==> src/rtl/aets_pkg.sv <==
// Package for the adjacency edge table scan block.
// Holds the field widths, the mode, direction and status codes, the edge
// entry layout and the control state type. No dependencies.
package aets_pkg;

  // Field widths, fixed by the stream payload layout
  localparam int VERTEX_ID_BITS = 32;
  localparam int LABEL_BITS     = 16;

  // Default table depth
  localparam int EDGE_CAPACITY_DEF = 64;

  // Input item kinds (tuser)
  localparam logic [1:0] MODE_INSERT = 2'd0;
  localparam logic [1:0] MODE_VERTEX = 2'd1;
  localparam logic [1:0] MODE_PAIR   = 2'd2;
  localparam logic [1:0] MODE_NONE   = 2'd3;

  // Query direction filter; any other code passes both directions
  localparam logic [1:0] DIR_IN  = 2'd0;
  localparam logic [1:0] DIR_OUT = 2'd1;

  // Result status (tuser)
  localparam logic [1:0] STAT_INSERTED = 2'd0;
  localparam logic [1:0] STAT_FULL     = 2'd1;
  localparam logic [1:0] STAT_MATCH    = 2'd2;
  localparam logic [1:0] STAT_NOMATCH  = 2'd3;

  // One stored edge
  typedef struct packed {
    logic                      is_out;
    logic [LABEL_BITS-1:0]     label;
    logic [VERTEX_ID_BITS-1:0] vertex;
  } edge_entry_t;

  localparam int ENTRY_W = $bits(edge_entry_t);

  // Control sequencer
  typedef enum logic [1:0] {
    S_IDLE,
    S_SCAN,
    S_FLUSH
  } state_t;

endpackage

==> src/rtl/aets_edge_mem.sv <==
// Edge table storage: one write port, one read port, registered read data.
// Depends on aets_pkg for the entry type.
module aets_edge_mem #(
  parameter int DEPTH = aets_pkg::EDGE_CAPACITY_DEF,
  parameter int IDX_W = 6
) (
  input  logic                clk,
  input  logic                wr_en,
  input  logic [IDX_W-1:0]    wr_addr,
  input  aets_pkg::edge_entry_t wr_data,
  input  logic                rd_en,
  input  logic [IDX_W-1:0]    rd_addr,
  output aets_pkg::edge_entry_t rd_data
);

  aets_pkg::edge_entry_t mem [DEPTH];

  // Write port
  always_ff @(posedge clk) begin
    if (wr_en) begin
      mem[wr_addr] <= wr_data;
    end
  end

  // Read port, data holds until the next read
  always_ff @(posedge clk) begin
    if (rd_en) begin
      rd_data <= mem[rd_addr];
    end
  end

endmodule

==> src/rtl/adjacency_edge_table_scan_top.sv <==
// Adjacency edge table scan: one vertex's edge list in a single-port-read RAM.
// Insert: result in the output register the cycle after it is accepted.
// Query: one RAM read per cycle; no new item is taken until its last result is loaded;
//   the scan stalls only while the output register is held by the sink.
// Reset (rst, synchronous, active high) empties the table and clears control;
//   RAM contents are not cleared and entries are read only after written.
module adjacency_edge_table_scan_top #(
  parameter int EDGE_CAPACITY = aets_pkg::EDGE_CAPACITY_DEF
) (
  input  logic        clk,
  input  logic        rst,
  // tdata: direction[1:0], edge_is_out[2], neighbor_id[34:3],
  //        label[50:35], own_vertex[82:51], zero[87:83]
  input  logic [87:0] s_axis_tdata,
  // tuser: mode[1:0]
  input  logic [1:0]  s_axis_tuser,
  input  logic        s_axis_tvalid,
  output logic        s_axis_tready,
  // tdata: first_id[31:0], second_id[63:32]
  output logic [63:0] m_axis_tdata,
  // tuser: status[1:0]
  output logic [1:0]  m_axis_tuser,
  output logic        m_axis_tlast,
  output logic        m_axis_tvalid,
  input  logic        m_axis_tready
);

  localparam int IDX_W = (EDGE_CAPACITY > 1) ? $clog2(EDGE_CAPACITY) : 1;
  localparam int CNT_W = $clog2(EDGE_CAPACITY + 1);
  localparam int VID_W = aets_pkg::VERTEX_ID_BITS;
  localparam int LBL_W = aets_pkg::LABEL_BITS;

  // Input field unpacking
  logic [1:0]       in_mode;
  logic [1:0]       in_dir;
  logic             in_is_out;
  logic [VID_W-1:0] in_nbr;
  logic [LBL_W-1:0] in_label;
  logic [VID_W-1:0] in_own;

  assign in_mode   = s_axis_tuser;
  assign in_dir    = s_axis_tdata[1:0];
  assign in_is_out = s_axis_tdata[2];
  assign in_nbr    = s_axis_tdata[34:3];
  assign in_label  = s_axis_tdata[50:35];
  assign in_own    = s_axis_tdata[82:51];

  // Control state
  aets_pkg::state_t state, state_next;
  logic [CNT_W-1:0] edge_total;
  logic [CNT_W-1:0] rd_idx;
  logic             rd_pend;
  logic             pend_valid;
  logic             out_valid;

  // Query and result payload
  logic [1:0]       q_mode;
  logic [1:0]       q_dir;
  logic [LBL_W-1:0] q_label;
  logic [VID_W-1:0] q_own;
  logic [VID_W-1:0] pend_first;
  logic [VID_W-1:0] pend_second;
  logic [1:0]       out_status;
  logic [VID_W-1:0] out_first;
  logic [VID_W-1:0] out_second;
  logic             out_last;

  // Handshake and sequencing strobes
  logic in_take;
  logic is_query;
  logic is_insert;
  logic table_full;
  logic out_free;
  logic consume;
  logic issue;
  logic scan_done;
  logic load_ins;
  logic load_scan;
  logic load_flush;
  logic wr_en;

  // Entry evaluation
  aets_pkg::edge_entry_t wr_entry;
  aets_pkg::edge_entry_t rd_entry;
  logic             dir_ok;
  logic             label_ok;
  logic             hit;
  logic [VID_W-1:0] hit_first;
  logic [VID_W-1:0] hit_second;

  assign out_free   = !out_valid || m_axis_tready;
  assign table_full = (edge_total == CNT_W'(EDGE_CAPACITY));
  assign is_query   = (in_mode == aets_pkg::MODE_VERTEX) || (in_mode == aets_pkg::MODE_PAIR);
  assign is_insert  = (in_mode == aets_pkg::MODE_INSERT);

  // Edge table RAM
  assign wr_entry = '{is_out: in_is_out, label: in_label, vertex: in_nbr};

  aets_edge_mem #(
    .DEPTH (EDGE_CAPACITY),
    .IDX_W (IDX_W)
  ) u_mem (
    .clk     (clk),
    .wr_en   (wr_en),
    .wr_addr (edge_total[IDX_W-1:0]),
    .wr_data (wr_entry),
    .rd_en   (issue),
    .rd_addr (rd_idx[IDX_W-1:0]),
    .rd_data (rd_entry)
  );

  // Filter and pair forming on the entry just read
  always_comb begin
    case (q_dir)
      aets_pkg::DIR_IN:  dir_ok = !rd_entry.is_out;
      aets_pkg::DIR_OUT: dir_ok = rd_entry.is_out;
      default:           dir_ok = 1'b1;
    endcase
    label_ok = (q_label == '0) || (q_label == rd_entry.label);
    hit      = dir_ok && label_ok;
    if (q_mode == aets_pkg::MODE_VERTEX) begin
      hit_first  = rd_entry.vertex;
      hit_second = '0;
    end else if (rd_entry.is_out) begin
      hit_first  = rd_entry.vertex;
      hit_second = q_own;
    end else begin
      hit_first  = q_own;
      hit_second = rd_entry.vertex;
    end
  end

  // Next state
  always_comb begin
    state_next = state;
    unique case (state)
      aets_pkg::S_IDLE:  if (in_take && is_query) state_next = aets_pkg::S_SCAN;
      aets_pkg::S_SCAN:  if (scan_done) state_next = aets_pkg::S_FLUSH;
      aets_pkg::S_FLUSH: if (out_free) state_next = aets_pkg::S_IDLE;
      default:           state_next = aets_pkg::S_IDLE;
    endcase
  end

  // Sequencer outputs
  always_comb begin
    s_axis_tready = 1'b0;
    consume       = 1'b0;
    issue         = 1'b0;
    scan_done     = 1'b0;
    load_flush    = 1'b0;
    unique case (state)
      aets_pkg::S_IDLE: begin
        s_axis_tready = out_free;
      end
      aets_pkg::S_SCAN: begin
        // a hit behind a held match needs room to push that match out
        consume   = rd_pend && (!hit || !pend_valid || out_free);
        issue     = (rd_idx != edge_total) && (!rd_pend || consume);
        scan_done = (rd_idx == edge_total) && (!rd_pend || consume);
      end
      aets_pkg::S_FLUSH: begin
        load_flush = out_free;
      end
      default: begin
        s_axis_tready = 1'b0;
      end
    endcase
  end

  assign in_take   = s_axis_tvalid && s_axis_tready;
  assign load_ins  = in_take && is_insert;
  assign load_scan = consume && hit && pend_valid;
  assign wr_en     = load_ins && !table_full;

  // Control registers
  always_ff @(posedge clk) begin
    if (rst) begin
      state      <= aets_pkg::S_IDLE;
      edge_total <= '0;
      rd_idx     <= '0;
      rd_pend    <= 1'b0;
      pend_valid <= 1'b0;
      out_valid  <= 1'b0;
    end else begin
      state <= state_next;
      if (wr_en) begin
        edge_total <= edge_total + CNT_W'(1);
      end
      if (in_take && is_query) begin
        rd_idx <= '0;
      end else if (issue) begin
        rd_idx <= rd_idx + CNT_W'(1);
      end
      if (in_take && is_query) begin
        rd_pend <= 1'b0;
      end else if (issue) begin
        rd_pend <= 1'b1;
      end else if (consume) begin
        rd_pend <= 1'b0;
      end
      if (in_take && is_query) begin
        pend_valid <= 1'b0;
      end else if (consume && hit) begin
        pend_valid <= 1'b1;
      end else if (load_flush) begin
        pend_valid <= 1'b0;
      end
      if (load_ins || load_scan || load_flush) begin
        out_valid <= 1'b1;
      end else if (m_axis_tready) begin
        out_valid <= 1'b0;
      end
    end
  end

  // Query latch and held match
  always_ff @(posedge clk) begin
    if (in_take && is_query) begin
      q_mode  <= in_mode;
      q_dir   <= in_dir;
      q_label <= in_label;
      q_own   <= in_own;
    end
    if (consume && hit) begin
      pend_first  <= hit_first;
      pend_second <= hit_second;
    end
  end

  // Output register
  always_ff @(posedge clk) begin
    if (load_ins) begin
      out_status <= table_full ? aets_pkg::STAT_FULL : aets_pkg::STAT_INSERTED;
      out_first  <= '0;
      out_second <= '0;
      out_last   <= 1'b1;
    end else if (load_scan) begin
      out_status <= aets_pkg::STAT_MATCH;
      out_first  <= pend_first;
      out_second <= pend_second;
      out_last   <= 1'b0;
    end else if (load_flush) begin
      out_status <= pend_valid ? aets_pkg::STAT_MATCH : aets_pkg::STAT_NOMATCH;
      out_first  <= pend_valid ? pend_first : '0;
      out_second <= pend_valid ? pend_second : '0;
      out_last   <= 1'b1;
    end
  end

  assign m_axis_tvalid = out_valid;
  assign m_axis_tuser  = out_status;
  assign m_axis_tlast  = out_last;
  assign m_axis_tdata  = {out_second, out_first};

  // Checks
  a_total_bound: assert property (@(posedge clk) disable iff (rst)
    edge_total <= CNT_W'(EDGE_CAPACITY))
    else $error("edge count beyond capacity");

  a_idle_clean: assert property (@(posedge clk) disable iff (rst)
    state == aets_pkg::S_IDLE |-> !rd_pend && !pend_valid)
    else $error("scan state left over in idle");

  a_scan_bound: assert property (@(posedge clk) disable iff (rst)
    state == aets_pkg::S_SCAN |-> rd_idx <= edge_total)
    else $error("read index past stored entries");

  a_insert_count: assert property (@(posedge clk) disable iff (rst)
    wr_en |=> edge_total == $past(edge_total) + CNT_W'(1))
    else $error("insert did not advance edge count");

  a_no_overwrite: assert property (@(posedge clk) disable iff (rst)
    load_scan |-> out_free)
    else $error("held match pushed into busy output register");

endmodule

==> config.mk <==
export PLATFORM = sky130hd
export DESIGN_NAME = adjacency_edge_table_scan_top
export DESIGN_NICKNAME = d
export VERILOG_FILES = /design/src/rtl/aets_pkg.sv /design/src/rtl/aets_edge_mem.sv /design/src/rtl/adjacency_edge_table_scan_top.sv
export SDC_FILE = /design/constraint.sdc
export NUM_CORES = 2
export LEC_CHECK = 0
export BUFFER_PORTS_ARGS = -buffer_cell sky130_fd_sc_hd__clkbuf_2
export CELL_PAD_IN_SITES_DETAIL_PLACEMENT = 0
export CELL_PAD_IN_SITES_GLOBAL_PLACEMENT = 2
export CORE_ASPECT_RATIO = 0.7
export CORE_MARGIN = 2
export CORE_UTILIZATION = 45
export CTS_BUF_LIST = sky130_fd_sc_hd__clkbuf_4
export DETAILED_ROUTE_END_ITERATION = 7
export PLACE_DENSITY = 0.68
export REMOVE_ABC_BUFFERS = 1
export SLEW_MARGIN = 20
export SYNTH_ARGS = -nofsm -noshare
export SYNTH_HDL_FRONTEND = slang
export SYNTH_SLANG_ARGS = --single-unit
==> constraint.sdc <==
create_clock -name clk -period 9.7 [get_ports clk]
set_input_delay 0 -clock clk [delete_from_list [all_inputs] [get_ports clk]]
set_output_delay 0 -clock clk [all_outputs]
set_load 0.02 [all_outputs]
; Yosys cells after proc, flatten, opt, wreduce, memory -nomap -nowiden
; Memory sizes are Yosys's and may differ from the RTL's. A register that Yosys moved wholly into a read port is not among the register bits.
; Index checks and enable logic that the tools add are counted.
[word_totals]
elab_cells = 101
input_bits = 94
memories = 1
ramBits = 3136
output_inout_bits = 69
register_bits = 202
[mem_list]
columns = name, words, word_bits, rd, rd_clocked_by_memory_dff, write_ports, line_no
row1 = u_mem.mem, 64, 49, 1, 1, 1, aets_edge_mem.sv:16  ; aets_pkg::edge_entry_t mem [DEPTH];
[op_classes]
n_reduce_logical = 35
n_addsub = 2
n_eq_ne = 13
mux = 34
[op_table]
columns = cell, n
row1 = two-way mux 32 bit, 9
row2 = two-way mux 1 bit, 17
row3 = == test 16 bit, 1
row4 = logical NOT 16 bit, 1
row5 = adder 7 x 1 -> 7 bit (second input constant), 2
row6 = two-way mux 2 bit, 6
row7 = logical AND 1 bit, 10
row8 = == test 2 x 1 -> 1 bit (second input constant), 4
row9 = logical OR 1 bit, 8
row10 = nonzero test 2 bit, 4
row11 = == test 7 bit, 1
row12 = == test 7 bit (second input constant), 1
row13 = != test 7 bit, 1
row14 = logical NOT 1 bit, 6
row15 = logical NOT 2 bit, 3
row16 = != test 2 bit (second input constant), 3
row17 = case mux 2 bit (3 select lines), 1
row18 = == test 2 bit (second input constant), 2
row19 = AND reduction 3 bit, 1
row20 = nonzero test 3 bit, 1
row21 = case mux 1 bit (2 select lines), 1
row22 = OR reduction 2 bit, 1

; Depth between registers and ports, before layout
[logic_depth]
depth_word = 13
depth_mapped = 12
ltp_nobuf = 8

; By module
; A second synthesis with hierarchy kept.
[hier_totals]
hier_cells = 5960
hier_area_um2 = 128594.6
[modules_own_cells]
columns = module, cells_each, area_per_inst_um2, seq_area_each_um2, n_inst
row1 = aets_edge_mem, 5283, 120483.1, 95641.7, 1
row2 = adjacency_edge_table_scan_top, 677, 8111.5, 5225.0, 1

; Worst setup path after synthesis
; No wires, ideal clock.
[synth_timing]
path_type = reg2reg
startpoint = register q_label[5]
endpoint = register pend_first[0], enable pin
period_less_slack_ns = 4.910
setup_slack_ns = 4.790
arrival_time_ns = 4.403
n_path_buf = 0
required_time_ns = 9.193
setup_ns = 0.507
stages_incl_launch_ff = 6
path_cell_list = edfxtp_1 -> xnor2_1 -> nand4_1 -> nor4_1 -> o211ai_1 -> a21oi_1
[synth_between]
elab_chain_len = 9
word_cells_on_any_way = 10
classes_between = eq/ne (1) / mux (1) / reduce/logical (8)
[synth_lines]
columns = element, line_no
row1 = from (decl), adjacency_edge_table_scan_top.sv:59  ; logic [LBL_W-1:0] q_label;
row2 = from (signal assigned), adjacency_edge_table_scan_top.sv:221  ; q_label <= in_label;
row3 = == test 16 bit or logical NOT 16 bit (tied branches), adjacency_edge_table_scan_top.sv:119  ; label_ok = (q_label == '0) || (q_label == rd_entry.label);
row4 = logical OR 1 bit (*), adjacency_edge_table_scan_top.sv:119
row5 = logical AND 1 bit (*), adjacency_edge_table_scan_top.sv:120  ; hit = dir_ok && label_ok;
row6 = logical NOT 1 bit, adjacency_edge_table_scan_top.sv:157  ; consume = rd_pend && (!hit || !pend_valid || out_free);
row7 = logical OR 1 bit (2 in a row), adjacency_edge_table_scan_top.sv:157
row8 = logical AND 1 bit, adjacency_edge_table_scan_top.sv:157
row9 = two-way mux 1 bit, adjacency_edge_table_scan_top.sv:151  ; unique case (state)
row10 = logical AND 1 bit (*), adjacency_edge_table_scan_top.sv:224  ; if (consume && hit) begin
row11 = to (signal assigned), adjacency_edge_table_scan_top.sv:225  ; pend_first <= hit_first;
row12 = to (decl), adjacency_edge_table_scan_top.sv:61  ; logic [VID_W-1:0] pend_first;
; Mark *: on every way between the ends. The rest lies on a longest branch, timed or not.
; A chain may end at the register's enable or synchronous reset.

; Worst setup path after layout
[layout_timing]
startpoint = register edge_total[3]
endpoint = memory u_mem.mem[41][22] in the netlist's numbering, enable pin
[layout_between]
elab_chain_len = 5
[layout_lines]
columns = element, line_no
row1 = from (decl), adjacency_edge_table_scan_top.sv:50  ; logic [CNT_W-1:0] edge_total;
row2 = from (signal assigned), adjacency_edge_table_scan_top.sv:187  ; edge_total <= edge_total + CNT_W'(1);
row3 = == test 7 bit, adjacency_edge_table_scan_top.sv:92  ; assign table_full = (edge_total == CNT_W'(EDGE_CAPACITY));
row4 = logical NOT 1 bit, adjacency_edge_table_scan_top.sv:173  ; assign wr_en = load_ins && !table_full;
row5 = logical AND 1 bit, adjacency_edge_table_scan_top.sv:173
row6 = two-way mux 1 bit, aets_edge_mem.sv:20  ; if (wr_en) begin
row7 = two-way mux 1 bit (not written as such), aets_edge_mem.sv:21  ; mem[wr_addr] <= wr_data;
row8 = to (decl), aets_edge_mem.sv:16
; Parallel ways exist; a longest one is shown, timed or not.

==> impl_metrics.csv <==
group,metric,value,unit
place,place.detailed.hpwl,180000,um
yosys,yosys.area.top_type,"edfxtp_1",
global_routing,grt.total_usage,0.242,
global_routing,grt_max_degree,129,
sta,slew-limit-headroom,0.175,
yosys,ys_warn_count,0,
final_layout,syn2layout_area_growth,14.1,%
flow_run,max-cap-violations,0,
yosys,yosysUniqueCellTypes,51,
sta,tightest_slew,1.24,ns
clock_tree,cts_setup_buffers,0,
pwr,power,28.0,mW
routing,firstDrtPassIters,5,
sta,rsz0062_at_grt,"no",
worst_setup_path,crit_required,10.67,ns
worst_setup_path,path_cells,"or3_1, nor2_1, nor3_1, nand2_1, nor2_4, buf_4",
routing,drt_iter0_drc,8269,
clock_tree,cts_tree,"yes",
worst_setup_path,cp_num_buf_inv,1,
pwr,internal_power,22.0,mW
die,start_util,0.452,
routing,avgRoutedWirePerCell,32.3,um
pwr,p_comb_frac,0.018,
clock_tree,postCtsHoldBufs,188,
place,place.gp.congestion,0.762,
routing,avgViaCountPerCell,5.96,
worst_setup_path,cpMaxStageDelayCell,"nor2_4",
yosys,synth_area,129000,sq um
yosys,synthTopCellsByCount,"edfxtp_1, mux4_2, clkbuf_1",
pwr,power.net_switching,5.95,mW
global_routing,grt_antenna_before_repair,19,
routing,vias,65387,
final_layout,fin_cells,10973,
die,die_area,291000,sq um
clock_tree,cts_resized,0,
pwr,vdd_drop_max,121,uV
yosys,synth_area_leaders,"edfxtp_1, mux4_2, dfxtp_1",
place,port_buffers,157,
global_routing,first_global_vias,65730,
worst_setup_path,worstPathArrival,6.12,ns
worst_setup_path,critPathKind,"reg2reg",
clock_tree,cts.path.max_buffers,4,
sta,setup_viol,0,
pwr,p_leak,45.2,nW
yosys,yosys_register_bits,3387,
die,die_y,452,um
clock_tree,clk_latency,1.37,ns
sta,skew,0.0853,ns
global_routing,grt_pass1_wl,496000,um
worst_setup_path,crit_path_max_fanout,37,
pwr,switching_share,0.213,
pwr,clockPowerShare,0.407,
routing,route.detailed.drc,0,
sta,hold_ws,0.0792,ns
worst_setup_path,end_kind,"register",
yosys,synthCells,5549,
worst_setup_path,startpoint_type,"register",
routing,final_antenna_net_count,0,
yosys,synth_top_area_share,0.769,
clock_tree,cts_buffers,784,
global_routing,grt_overflow_total,0,
hold_path,hp-class,"in2reg",
sta,period_minus_slack,5.15,ns
clock_tree,cts_root_buf,"clkbuf_4",
yosys,synth_most_common_cell,"edfxtp_1",
sta,post-route-period-util,0.531,
die,chipWidth,644,um
final_layout,nFillCells,22847,
yosys,synthArstFlopShare,0,
die,core,285000,sq um
pwr,seqPwrFrac,0.575,
yosys,synthFlopType,"edfxtp_1",
pwr,power_density,190,nW/um^2
yosys,synth_edf_count,3303,
sta,hold_violations,0,
sta,finalMaxSlewViolations,0,
place,placedCellCount,9359,
status,outcome,"complete, no violations",
die,rows,164,
sta,max_freq,194,MHz
clock_tree,clk_pin_slew,0.08,ns
clock_tree,htree_num_levels,6,
die,io_pins,163,
worst_setup_path,crit_family,"simple AND/OR/NAND/NOR gates",
final_layout,drive_above_1_share,0.364,
yosys,avgSynthCellArea,23.3,sq um
final_layout,fin_nets,6650,
worst_setup_path,critPathMaxStageDelay,0.98,ns
routing,wl,354000,um
clock_tree,cts_sinks,3387,
yosys,yosysSeqAreaShare,0.782,
worst paths after layout:
| kind | to | start | depth (start not counted) | slack, ns |
|---|---|---|---|---|
| worst min register to register | out_second[16] | out_second[16] | 2 | 0.47 |
| worst min-delay path | u_mem.mem[27][5] | s_axis_tdata[8] | 2 | 0.08 |
| worst max-delay path | u_mem.mem[41][22] | edge_total[3] | 6 | 4.55 |
| worst max register to register | u_mem.mem[41][22] | edge_total[3] | 6 | 4.55 |
flip-flops by register name, indices dropped and copies added, names as in the netlist:
signal and flops:
pend_second 32, rd_idx 7, q_dir 2, state 2, q_mode 2, out_second 32, m_axis_tuser 2, pend_first 32
q_label 16, m_axis_tlast 1, rd_pend 1, q_own 32, u_mem.rd_data 49, pend_valid 1, out_first 32, edge_total 7
u_mem.mem 3136, m_axis_tvalid 1
layout make-up:
| cell class | count | area [sq um] | share of cell area |
|---|---|---|---|
| well taps | 3818 | 4780 | 0.0325 |
| clock inverters | 207 | 1090 | 0.00743 |
| diodes | 9 | 22.5 | 0.000153 |
| inverters | 10 | 37.5 | 0.000255 |
| multi-input cells | 1830 | 27100 | 0.184 |
| flip-flops and latches | 3387 | 101000 | 0.685 |
| repair buffers | 539 | 4530 | 0.0308 |
| clock buffers | 1173 | 8810 | 0.0598 |
metrics by stage:
step | setup slack (ns) | TNS (ns) | cell area, sq um | utilization
CTS | 4.39 | 0 | 147000 | 0.514
global placement | 4.50 | 0 | 135000 | 0.473
global route | 4.44 | 0 | 147000 | 0.516
finish | 4.55 | 0 | 147000 | 0.516
floorplan | -22.03 | -2225.84 | 127000 | -
detailed placement | 4.41 | 0 | 135000 | 0.473
layer usage:
metal	up-vias	routed length, um	GRT usage
met5	-	13	0
met4	2	7920	0.0646
met3	474	31700	0.0506
met2	3175	158000	0.353
met1	35519	157000	0.374
li1	26217	-	-
kinds of logic after synthesis:
logic type / after synthesis / synth area share
fa+ha+maj: 4 / 0.000388
mux: 1076 / 0.173
xor+xnor: 28 / 0.00190
buf+inv: 332 / 0.0128
flops: 3387 / 0.782
compound gates: 291 / 0.0141
simple gates: 431 / 0.0158
power groups by stage:
stage	registers, mW	logic [mW]	clock network, mW
CTS	16.1	0.498	11.7
global route	16.1	0.553	12.4
floorplan	16.4	0.218	0
global placement	16.4	0.410	0
detailed placement	16.4	0.433	0
finish	16.1	0.509	11.4
placed cells by master (no fill, tap or decap), types with 4 or more instances in the layout:
| master | synthesis | final |
|---|---|---|
| nand2b_1 | 6 | 5 |
| nor4_1 | 7 | 5 |
| clkinv_1 | 0 | 169 |
| mux4_2 | 919 | 919 |
| a21oi_1 | 80 | 79 |
| nor2_1 | 140 | 72 |
| a22oi_1 | 58 | 58 |
| o21ai_1 | 6 | 6 |
| bufinv_16 | 0 | 11 |
| mux2i_1 | 96 | 96 |
| a211o_1 | 5 | 5 |
| dlygate4sd3_1 | 0 | 216 |
| nor3_1 | 4 | 4 |
| xor2_1 | 7 | 7 |
| clkinv_2 | 0 | 5 |
| buf_2 | 86 | 20 |
| buf_4 | 27 | 153 |
| inv_1 | 9 | 8 |
| mux2_2 | 61 | 61 |
| nand4_1 | 74 | 74 |
| o221ai_1 | 9 | 9 |
| ha_1 | 4 | 4 |
| xnor2_1 | 21 | 21 |
| clkbuf_2 | 0 | 126 |
| diode_2 | 0 | 9 |
| dfxtp_1 | 84 | 77 |
| clkbuf_4 | 0 | 1174 |
| or3_1 | 4 | 4 |
| inv_2 | 1 | 19 |
| o21ai_0 | 77 | 77 |
| nand2_1 | 118 | 118 |
| buf_12 | 0 | 20 |
| a211oi_1 | 32 | 32 |
| edfxtp_1 | 3303 | 3303 |
| dfxtp_4 | 0 | 6 |
| and2_1 | 9 | 7 |
| nand3_1 | 19 | 18 |
| nor2b_1 | 40 | 38 |
| nor2_4 | 0 | 68 |
Note: power is estimated with default switching activity, not from simulation.
